## src/rtl/cmp_pkg.sv

```systemverilog
// Shared types, constants and helper functions of the tilt-compensated compass.
`timescale 1ns / 1ps
package cmp_pkg;

    localparam int VW        = 36;  // vectoring datapath width
    localparam int ZW        = 26;  // angle width, 2^-16 degree units
    localparam int RW        = 34;  // sin/cos datapath width, Q30
    localparam int MAX_STEPS = 24;  // upper bound on the CORDIC steps per chain

    localparam logic signed [ZW-1:0] HALF_TURN = 26'sd11796480;
    localparam logic signed [24:0]   GAIN_Q24  = 25'sd10188014;
    localparam logic signed [RW-1:0] GAIN_Q30  = 34'sd652032874;
    localparam logic signed [ZW-1:0] OUT_LIMIT = 26'sd23040;

    typedef struct packed {
        logic signed [VW-1:0] x;
        logic signed [VW-1:0] y;
        logic signed [ZW-1:0] z;
        logic                 zero;
    } vec_t;

    typedef struct packed {
        logic signed [RW-1:0] x;
        logic signed [RW-1:0] y;
        logic signed [ZW-1:0] z;
    } rot_t;

    // round(atan(2^-i) * 65536), degrees
    function automatic logic signed [ZW-1:0] atan_deg(input int idx);
        logic signed [ZW-1:0] a;
        case (idx)
            0:       a = 26'sd2949120;
            1:       a = 26'sd1740967;
            2:       a = 26'sd919879;
            3:       a = 26'sd466945;
            4:       a = 26'sd234379;
            5:       a = 26'sd117304;
            6:       a = 26'sd58666;
            7:       a = 26'sd29335;
            8:       a = 26'sd14668;
            9:       a = 26'sd7334;
            10:      a = 26'sd3667;
            11:      a = 26'sd1833;
            12:      a = 26'sd917;
            13:      a = 26'sd458;
            14:      a = 26'sd229;
            15:      a = 26'sd115;
            16:      a = 26'sd57;
            17:      a = 26'sd29;
            18:      a = 26'sd14;
            19:      a = 26'sd7;
            20:      a = 26'sd4;
            21:      a = 26'sd2;
            22:      a = 26'sd1;
            default: a = 26'sd0;
        endcase
        return a;
    endfunction

    // Fold a left half-plane vector into the right half-plane, flag the zero vector.
    function automatic vec_t vec_pre(input logic signed [VW-1:0] x,
                                     input logic signed [VW-1:0] y);
        vec_t v;
        v.zero = (x == '0) && (y == '0);
        if (x[VW-1]) begin
            v.x = -x;
            v.y = -y;
            if (y[VW-1])
                v.z = -HALF_TURN;
            else
                v.z = HALF_TURN;
        end
        else begin
            v.x = x;
            v.y = y;
            v.z = '0;
        end
        return v;
    endfunction

    // Round to 1/128 degree and saturate.
    function automatic logic signed [15:0] angle_out(input logic signed [ZW-1:0] z);
        logic signed [ZW-1:0] s;
        s = (z + 26'sd256) >>> 9;
        if (s > OUT_LIMIT)
            s = OUT_LIMIT;
        if (s < -OUT_LIMIT)
            s = -OUT_LIMIT;
        return s[15:0];
    endfunction

endpackage

```

## src/rtl/cmp_vec_cell.sv

```systemverilog
// One vectoring CORDIC step: drives y toward zero, accumulates the angle.
`timescale 1ns / 1ps
module cmp_vec_cell
    import cmp_pkg::*;
#(
    parameter int IDX = 0
)
(
    input  logic clk,
    input  logic en,
    input  vec_t d,
    output vec_t q
);

    vec_t                 q_reg;
    vec_t                 q_next;
    logic signed [VW-1:0] xs;
    logic signed [VW-1:0] ys;

    always_comb
    begin
        xs     = $signed(d.x) >>> IDX;
        ys     = $signed(d.y) >>> IDX;
        q_next = d;
        if (!d.y[VW-1])
        begin
            q_next.x = d.x + ys;
            q_next.y = d.y - xs;
            q_next.z = d.z + atan_deg(IDX);
        end
        else
        begin
            q_next.x = d.x - ys;
            q_next.y = d.y + xs;
            q_next.z = d.z - atan_deg(IDX);
        end
    end

    always_ff @(posedge clk)
    begin
        if (en)
            q_reg <= q_next;
    end

    assign q = q_reg;

endmodule

```

## config.mk

```make
export PLATFORM = sky130hd
export DESIGN_NAME = cmp_vec_cell
export DESIGN_NICKNAME = d
export VERILOG_FILES = /design/src/rtl/cmp_pkg.sv /design/src/rtl/cmp_vec_cell.sv
export SDC_FILE = /design/constraint.sdc
export NUM_CORES = 1
export LEC_CHECK = 0
export ABC_AREA = 1
export BUFFER_PORTS_ARGS = -buffer_cell sky130_fd_sc_hd__buf_2
export CAP_MARGIN = 20
export CORE_MARGIN = 3
export CORE_UTILIZATION = 41
export CTS_BUF_LIST = sky130_fd_sc_hd__clkbuf_16
export CTS_CLUSTER_DIAMETER = 60
export DETAILED_ROUTE_END_ITERATION = 8
export SLEW_MARGIN = 0
export SYNTH_ARGS = -nofsm -noshare
export SYNTH_HDL_FRONTEND = slang
export SYNTH_SLANG_ARGS = --single-unit
```

## constraint.sdc

```tcl
create_clock -name clk -period 2.2 [get_ports clk]
set_clock_uncertainty 0.2 [all_clocks]
set_input_delay 0.11 -clock clk [delete_from_list [all_inputs] [get_ports clk]]
set_output_delay 0.11 -clock clk [all_outputs]
set_load 0.005 [all_outputs]
```

---- After elaboration in Yosys (flattened, before gate mapping) ----
Index checks and enable logic that the tools add are counted.
operators by class
  add/sub/neg operators ................... 5
  multipliers ............................. 0
  divide/modulo/power cells ............... 0
  magnitude comparators ................... 0
  equality and inequality tests ........... 0
  shift-type cells ........................ 0
  multiplexer cells ....................... 1
  bitwise gates (word level) .............. 0
  reductions and logical operators ........ 0
operators by type and width
  cell                                                 count
  2-to-1 mux 98 bit                                    1
  subtractor 36 bit                                    2
  adder 36 bit                                         1
  adder 26 x 23 -> 26 bit, second input constant       1
  subtractor 26 x 23 -> 26 bit, second input constant  1
word-level totals
  register bits after elaboration ......... 99
  bits in latches ......................... 0
  bits in writable memories ............... 0
  ROM bits ................................ 0
  bits of input ports ..................... 101
  output and inout port bits .............. 99
  word-level logic and storage cells ...... 10
  memories kept ........................... 0

---- Logic depth before layout (Yosys ltp) ----
Gate-level depths: netlist of run 1.
  depth after elaboration ................. 2
  depth in mapped cells ................... 17
  depth with buffers taken out ............ 17

---- Worst setup path after synthesis of run 1 ----
OpenSTA, ideal clock, no wires.
  kind .................................... in2reg
  from .................................... input port d[63] (netlist bit)
  to ...................................... register q_reg, in the netlist q[95] (data pin)
  data arrival time ....................... 1.542 ns
  data required time ...................... 1.747 ns
  setup slack ............................. 0.205 ns
  cell stages on the path ................. 13
  buffers on the path ..................... 0
  cell sequence ........................... inv_1 ha_1 fa_1 o21ai_1 nand2_1 nand2_1 nand2_1 nand2_1 nand2_1 nand2_1 nand2_1 nand3_1 nand2_1
RTL lines
  what                  RTL line            RTL
  from (decl)           cmp_vec_cell.sv:11  input vec_t d,
  to (signal assigned)  cmp_vec_cell.sv:42  q_reg <= q_next;
  to (decl)             cmp_vec_cell.sv:15  vec_t q_reg;

==> results_dict.tcl, run 1 <==
set metrics [dict create \
    crit_family "simple AND/OR/NAND/NOR gates" \
    sequentialPowerShare 0.309 \
    dpl-instance-area_um2 15100 \
    fin_nets 2441 \
    grt.overflow.total 0 \
    drc_errors 0 \
    wl_um 42900 \
    post-cts-setup-buffers 0 \
    final_cells 2565 \
    io_pins 200 \
    highest_layer "met4" \
    vias 12900 \
    drtIter0Drc 1029 \
    setup_ws_ps 111 \
    synth_cell_types 50 \
    synthToLayoutAreaGrowth_pct 39.9 \
    swShare 0.389 \
    fin_tns_setup_ps 0 \
    ant_nets 0 \
    avgSynthCellArea_um2 6.72 \
    final-hold-violation-count 0 \
    htree_levels 3 \
    power.switching_w 0.00308 \
    path_buf_inv 4 \
    pwr-share-comb 0.474 \
    coreArea_um2 27000 \
    finalCritPeriodShare 0.949 \
    dp_slack_ps -400 \
    cp.arrival_ps 1980 \
    layout_min_cycle_time_ps 2090 \
    peakVddDrop_mv 0.319 \
    grt_antenna_before_repair 0 \
    gp_congestion 0.939 \
    first_pass_iters 6 \
    wl_met1_um 20800 \
    clk_pin_slew_ps 80 \
    maxCapViolCount 0 \
    power_w 0.00791 \
    setup-violations-final 0 \
    start_util 0.418 \
    routed-wl-met2_um 19000 \
    worst_pin_slew_ps 694 \
    synth_area_um2 11300 \
    cts_buffers 9 \
    ys_seq_area_frac 0.261 \
    critPathMaxStageDelay_ps 320 \
    grt_start_max_net_pins 59 \
    synth_seq_cells 98 \
    outcome "completed" \
    synth_async_sr_flop_share 0 \
    fillCellCount 2628 \
    final_area_um2 15800 \
    largest_register_ff_count 98 \
    worstPathMaxFanout 3 \
    routedWlPerCell_um 16.7 \
    end_kind "register" \
    critPathKind "primary input to register" \
    clock.fmax_mhz 479 \
    pwr-share-clk 0.217 \
    ctsRootBufferMaster "clkbuf_16" \
    power.internal_w 0.00483 \
    min_path_type "primary input to register" \
    cts.sinks 98 \
    cp_cell_sequence "buf_2, inv_1, ha_1, inv_1, a21oi_1, buf_4, o21ai_0, a21oi_1, nand2_1, nand2_1, nand2_1, nand2_1, nand3_1, nand2_1" \
    viasPerCell 5.04 \
    maxSlewViolCount 0 \
    dieArea_um2 29600 \
    slew_headroom 0.538 \
    crit_top_cell "nand2_1" \
    cp.required_ps 2090 \
    met3WireLength_um 2360 \
    synth_edf_count 98 \
    cp_slowest_cell "ha_1" \
    grt_pass1_vias 12400 \
    ys.flop_type "edfxtp_1" \
    num_rows 60 \
    antenna_cells 0 \
    clockBufferDepth 2 \
    io_buffers 199 \
    leakage_nw 8.25 \
    gr-usage-all-layers 0.286 \
    start_kind "primary input" \
    syn-num-nets 1901 \
    synth_cells 1679 \
    die_w_um 172 \
    p_per_area_nw_per_um2 501 \
    dp_hpwl_um 35900 \
    grt_pass1_wl_um 65800 \
    cts_tree "done" \
    yosys_warnings 0 \
    drive_gt1_frac 0.311 \
    die_h_um 172 \
    dpl.cell_count 2527 \
]
## routing by layer
metal,global-route usage,up-vias
met5,0,-
met4,0.0635,0
met3,0.0274,43
met2,0.460,392
met1,0.417,5946
li1,-,6534
## layout by cell type (no fill, tap or decap), types with 12 or more instances in the layout
master,netlist,layout
inv_2,14,14
buf_2,9,198
a21oi_1,128,120
o21ai_0,88,83
nand3_1,148,146
edfxtp_1,98,98
a21o_1,12,12
buf_4,23,352
a21oi_2,6,13
dlygate4sd3_1,0,22
nor3_1,15,14
nor2_1,141,137
inv_1,238,238
ha_2,0,17
nor2_2,20,24
nand2_2,11,16
o21ai_1,13,16
xor2_1,33,33
ha_1,117,96
nand2_1,465,460
## per-stage QoR
stage	hold slack, ps	utilization
final	66.8	0.585
after global routing	77.9	0.585
after global placement	86.9	0.558
after CTS	53.2	0.578
after detailed placement	88.4	0.558
after floorplan	8.87	-
## repair_timing
| action | in CTS | in global routing |
|---|---|---|
| hold buffers | 22 | 0 |
| resized for setup | 2 | 53 |
| pin swaps | 0 | 1 |
| endpoints found under the hold margin | 38 | 0 |
| endpoints found under the setup margin | 3 | 43 |
## area by class of cell
type                    instances  area (um^2)  share of cell area
clock buffers                   9          225              0.0143
inverters                     252          946              0.0599
clock inverters                 7         81.3             0.00515
flip-flops and latches         98         2940               0.186
well taps                     341          427              0.0270
repair buffers                575         3910               0.248
multi-input cells            1283         7260               0.460
## power by group through the flow
stage	clock, W	combinational, W	sequential [W]
after CTS	0.00177	0.00365	0.00245
final	0.00171	0.00375	0.00244
after detailed placement	0	0.00360	0.00249
after global placement	0	0.00357	0.00249
after floorplan	0	0.00178	0.00252
after global routing	0.00180	0.00413	0.00247
## synthesized netlist by cell type, types with 4 or more instances
| library cell | count | share of area |
|---|---|---|
| a21oi_1 | 128 | 0.057 |
| ha_1 | 117 | 0.13 |
| o21ai_1 | 13 | 0.0058 |
| o21ai_2 | 4 | 0.0031 |
| a31oi_1 | 5 | 0.0028 |
| o22ai_1 | 9 | 0.0050 |
| clkbuf_1 | 7 | 0.0023 |
| edfxtp_1 | 98 | 0.26 |
| inv_2 | 14 | 0.0047 |
| xor2_1 | 33 | 0.026 |
| a21oi_2 | 6 | 0.0047 |
| nor2_1 | 141 | 0.047 |
| buf_4 | 23 | 0.015 |
| nand4_1 | 9 | 0.0050 |
| buf_6 | 5 | 0.0050 |
| a21o_1 | 12 | 0.0080 |
| nor2_2 | 20 | 0.011 |
| xnor2_1 | 5 | 0.0039 |
| nand3_2 | 6 | 0.0053 |
| nand2_1 | 465 | 0.15 |
| o21ai_0 | 88 | 0.039 |
| buf_2 | 9 | 0.0040 |
| nand3_1 | 148 | 0.066 |
| nand2_2 | 11 | 0.0061 |
| o21bai_1 | 10 | 0.0066 |
| inv_1 | 238 | 0.079 |
| nor3_1 | 15 | 0.0066 |
| o211ai_1 | 5 | 0.0033 |
| fa_1 | 4 | 0.0071 |
## cell families (layout without fill, tap and decap cells)
group | after synthesis | in the layout | share of synthesized area
AND/OR/NAND/NOR | 835 | 835 | 0.318
buffers and inverters | 298 | 843 | 0.112
AO/OA/AOI/OAI | 289 | 289 | 0.143
adder cells (fa/ha/maj) | 121 | 121 | 0.137
flip-flops | 98 | 98 | 0.261
XOR/XNOR | 38 | 38 | 0.0295
## worst paths after layout
path	startpoint	endpoint	slack (ps)	cells past startpoint
worst max-delay path	d[38]	q[61]$_DFFE_PP_	110	14
worst min-delay path	d[23]	q[23]$_DFFE_PP_	70	3
Note: power is estimated with default switching activity, not from simulation.
==> run 2: changes to the inputs <==
- RECOVER_POWER: default -> 25
==> results_dict.tcl, run 2 (synthesis results as in run 1) <==
set metrics [dict create \
    wl_um 43000 \
    critPathMaxStageDelay_ps 320 \
    ant_nets 0 \
    fin_nets 2441 \
    antenna_cells 0 \
    vias 12900 \
    crit_start "d[38]" \
    final-hold-violation-count 0 \
    cp_cell_sequence "buf_2, inv_1, ha_1, inv_1, a21oi_1, buf_4, o21ai_0, a21oi_1, nand2_1, nand2_1, nand2_1, nand2_1, nand3_1, nand2_1" \
    post-cts-setup-buffers 0 \
    cp.required_ps 2090 \
    maxSlewViolCount 0 \
    slew_headroom 0.525 \
    path_depth 14 \
    end_kind "register" \
    drc_errors 0 \
    clock.fmax_mhz 482 \
    maxCapViolCount 0 \
    outcome "completed" \
    path_buf_inv 4 \
    viasPerCell 5.04 \
    wl_met1_um 20900 \
    highest_layer "met4" \
    first_pass_iters 5 \
    final_cells 2565 \
    cp_slowest_cell "ha_1" \
    dp_slack_ps -400 \
    gp_congestion 0.939 \
    leakage_nw 8.17 \
    endpoint "q[61]$_DFFE_PP_" \
    min_path_type "primary input to register" \
    final_cell_mix "nand2_1 (460), buf_4 (351), inv_1 (238)" \
    grt.overflow.total 0 \
    drtIter0Drc 1030 \
    peakVddDrop_mv 0.322 \
    grt_start_max_net_pins 59 \
    p_per_area_nw_per_um2 501 \
    finalCritPeriodShare 0.944 \
    setup-violations-final 0 \
    grt_pass1_wl_um 65800 \
    power_w 0.00790 \
    crit_top_cell "nand2_1" \
    start_kind "primary input" \
    routed-wl-met2_um 18900 \
    num_rows 60 \
    worst_pin_slew_ps 712 \
    synthToLayoutAreaGrowth_pct 39.6 \
    cts_tree "done" \
    critPathKind "primary input to register" \
    cts_buffers 9 \
    dpl.cell_count 2527 \
    dp_hpwl_um 35900 \
    die_w_um 172 \
    grt_antenna_before_repair 0 \
    whs_ps 67.3 \
    gr-usage-all-layers 0.286 \
    met3WireLength_um 2270 \
    worstPathMaxFanout 3 \
    crit_family "simple AND/OR/NAND/NOR gates" \
    largest_register_ff_count 98 \
    dieArea_um2 29600 \
    io_buffers 199 \
    io_pins 200 \
    htree_levels 3 \
    post-route-util 0.583 \
    cp.arrival_ps 1970 \
    start_util 0.418 \
    coreArea_um2 27000 \
    cts.sinks 98 \
    clk_pin_slew_ps 80 \
    clockBufferDepth 2 \
    ctsRootBufferMaster "clkbuf_16" \
    layout_min_cycle_time_ps 2080 \
    grt_pass1_vias 12400 \
    setup_ws_ps 123 \
    die_h_um 172 \
    routedWlPerCell_um 16.7 \
    layout_commonest_cell "nand2_1" \
    drive_gt1_frac 0.299 \
]
==> run 2: changes by cell type in the layout (fill, tap and decap cells not counted), sizes merged <==
| cell | previous run | this run |
|---|---|---|
| clkbuf | 9 | 36 |
| buf | 553 | 526 |
==> run 2: worst min path at each step <==
| stage | start | end | slack, ps | depth (start not counted) |
|---|---|---|---|---|
| final | d[23] | q[23]$_DFFE_PP_ | 70 | 3 |
| after CTS | d[23] | q[23]$_DFFE_PP_ | 50 | 3 |
| after global placement | d[3] | q[3]$_DFFE_PP_ | 90 | 1 |
| after floorplan | d[0] | q[0]$_DFFE_PP_ | 9 | 0 |
| after detailed placement | d[2] | q[2]$_DFFE_PP_ | 90 | 1 |
| after global routing | d[19] | q[19]$_DFFE_PP_ | 80 | 3 |
==> run 2: worst min-delay path, cell delays in order <==
cell and delay, ps:
buf_2 80, ha_1 200, xnor2_1 130
==> run 2: per-layer routing <==
| metal | vias to the layer above | track usage |
|---|---|---|
| met1 | 5944 | 0.417 |
| met4 | 0 | 0.0635 |
| met3 | 43 | 0.0274 |
| met5 | - | 0 |
| met2 | 398 | 0.460 |
| li1 | 6537 | - |
==> run 2: power breakdown <==
group,internal (W),switching (W),leakage (nW)
clock,0.000813,0.000901,0.149
sequential,0.00238,0.0000688,0.958
combinational,0.00162,0.00211,7.07
==> run 2: layout make-up <==
type | count | area (um^2)
clock buffer | 9 | 225
clock inverter | 7 | 81.3
fill | 2645 | 11300
inverter | 252 | 946
multi-input combinational | 1283 | 7260
sequential | 98 | 2940
tap | 341 | 427
timing repair buffer | 575 | 3880
==> run 2: stage by stage <==
| stage | setup TNS, ps | cell area, um^2 |
|---|---|---|
| floorplan | 0 | 11300 |
| global route | -93.4 | 15800 |
| global placement | -13290 | 15100 |
| finish | 0 | 15800 |
| detailed placement | -13530 | 15100 |
| CTS | 0 | 15600 |
==> run 2: repair_timing <==
item                                    CTS  global route
gates cloned                              0             0
gates resized for setup                   2            53
endpoints found under the setup margin    3            43
endpoints found under the hold margin    38             0
pin swaps                                 0             1
hold buffers                             22             0
==> run 3: changes to the inputs <==
- CELL_PAD_IN_SITES_DETAIL_PLACEMENT: default -> 0
- CELL_PAD_IN_SITES_GLOBAL_PLACEMENT: default -> 1
- PLACE_DENSITY_LB_ADDON: default -> 0.1
==> results_dict.tcl, run 3 (synthesis results as in run 1) <==
set metrics [dict create \
    slew_headroom 0.535 \
    io_pins 200 \
    viasPerCell 5.03 \
    grt_pass1_wl_um 66600 \
    final_cell_mix "nand2_1 (453), buf_4 (337), inv_1 (237)" \
    gp_congestion 0.971 \
    fin_tns_setup_ps 0 \
    cts_buffers 9 \
    io_buffers 199 \
    outcome "completed" \
    largest_register_ff_count 98 \
    first_pass_iters 7 \
    ctsRootBufferMaster "clkbuf_16" \
    die_h_um 172 \
    grt_pass1_vias 12500 \
    drtIter0Drc 910 \
    cts_tree "done" \
    min_path_type "primary input to register" \
    post-route-util 0.582 \
    ant_nets 0 \
    dpl-instance-area_um2 15000 \
    worst_pin_slew_ps 697 \
    drive_gt1_frac 0.298 \
    layout_commonest_cell "nand2_1" \
    p_per_area_nw_per_um2 502 \
    layout_min_cycle_time_ps 2090 \
    grt.overflow.total 0 \
    grt_start_max_net_pins 73 \
    maxSlewViolCount 0 \
    start_kind "primary input" \
    end_kind "register" \
    critPathKind "primary input to register" \
    routedWlPerCell_um 17.1 \
    maxCapViolCount 0 \
    drc_errors 0 \
    leakage_nw 8.11 \
    wl_um 43700 \
    htree_levels 3 \
    coreArea_um2 27000 \
    peakVddDrop_mv 0.302 \
    num_rows 60 \
    cp.required_ps 2120 \
    grt_antenna_before_repair 0 \
    dp_hpwl_um 36800 \
    setup-violations-final 0 \
    final_area_um2 15700 \
    worstPathMaxFanout 6 \
    synthToLayoutAreaGrowth_pct 39.3 \
    gr-usage-all-layers 0.291 \
    dieArea_um2 29600 \
    antenna_cells 0 \
    vias 12800 \
    power_w 0.00789 \
    start_util 0.418 \
    cts.sinks 98 \
    fin_nets 2429 \
    clk_pin_slew_ps 80 \
    final-hold-violation-count 0 \
    clock.fmax_mhz 478 \
    cp.arrival_ps 2010 \
    die_w_um 172 \
    whs_ps 42.6 \
    finalCritPeriodShare 0.950 \
    clockBufferDepth 2 \
]
==> run 3: changes by cell type in the layout (fill, tap and decap cells not counted), moves of 3 or more <==
cell      previous run  this run
buf_4              351       337
nand2_1            460       453
nand2_2             16        21
o21ai_0             83        86
clkinv_4             3         0
==> run 3: final cells by class <==
class | instances | area, um^2
fillers | 2697 | 11300
multi-input cells | 1283 | 7320
repair buffers | 563 | 3810
flip-flops and latches | 98 | 2940
inverters | 252 | 946
well taps | 341 | 427
clock buffers | 9 | 225
clock inverters | 7 | 58.8
==> run 3: final timing paths <==
path	from	endpoint	cells past startpoint
worst max-delay path	d[58]	q[98]$_DFFE_PP_	14
worst min-delay path	d[19]	q[19]$_DFFE_PP_	3
==> run 3: timing repair <==
action | CTS | global route
setup buffers | 0 | 1
endpoints found under the hold margin | 40 | 0
hold buffers | 22 | 0
gates resized for setup | 0 | 66
setup endpoints to repair | 0 | 49
==> run 3: where the power goes <==
group | internal, W | leakage [nW] | switching (W)
logic | 0.00163 | 7.02 | 0.00214
registers | 0.00238 | 0.958 | 0.0000625
clock network | 0.000793 | 0.134 | 0.000890
total | 0.00480 | 8.11 | 0.00309
==> run 3: per-layer routing <==
layer	vias to the layer above	global-route usage	part of all wire
li1	6495	-	-
met1	5867	0.403	0.47
met2	433	0.480	0.45
met3	47	0.0423	0.066
met4	0	0.0701	0.021
met5	-	0	0
==> run 3: critical path: stages <==
cell,delay (ps)
buf_2,90
inv_1,40
ha_1,430
inv_1,250
nand2_1,140
nor3_1,260
nand2_1,140
inv_1,80
a21oi_1,70
buf_4,150
nand3_1,100
nand2_1,60
nand2_1,50
nand2_1,40
==> run 3: through the flow <==
stage	std cells	worst slack, ps
2_1_floorplan	1679	205
5_1_grt	2553	-4.20
4_1_cts	2552	20.6
3_5_place_dp	2514	-360
3_3_place_gp	2514	-389
6_report	2553	109
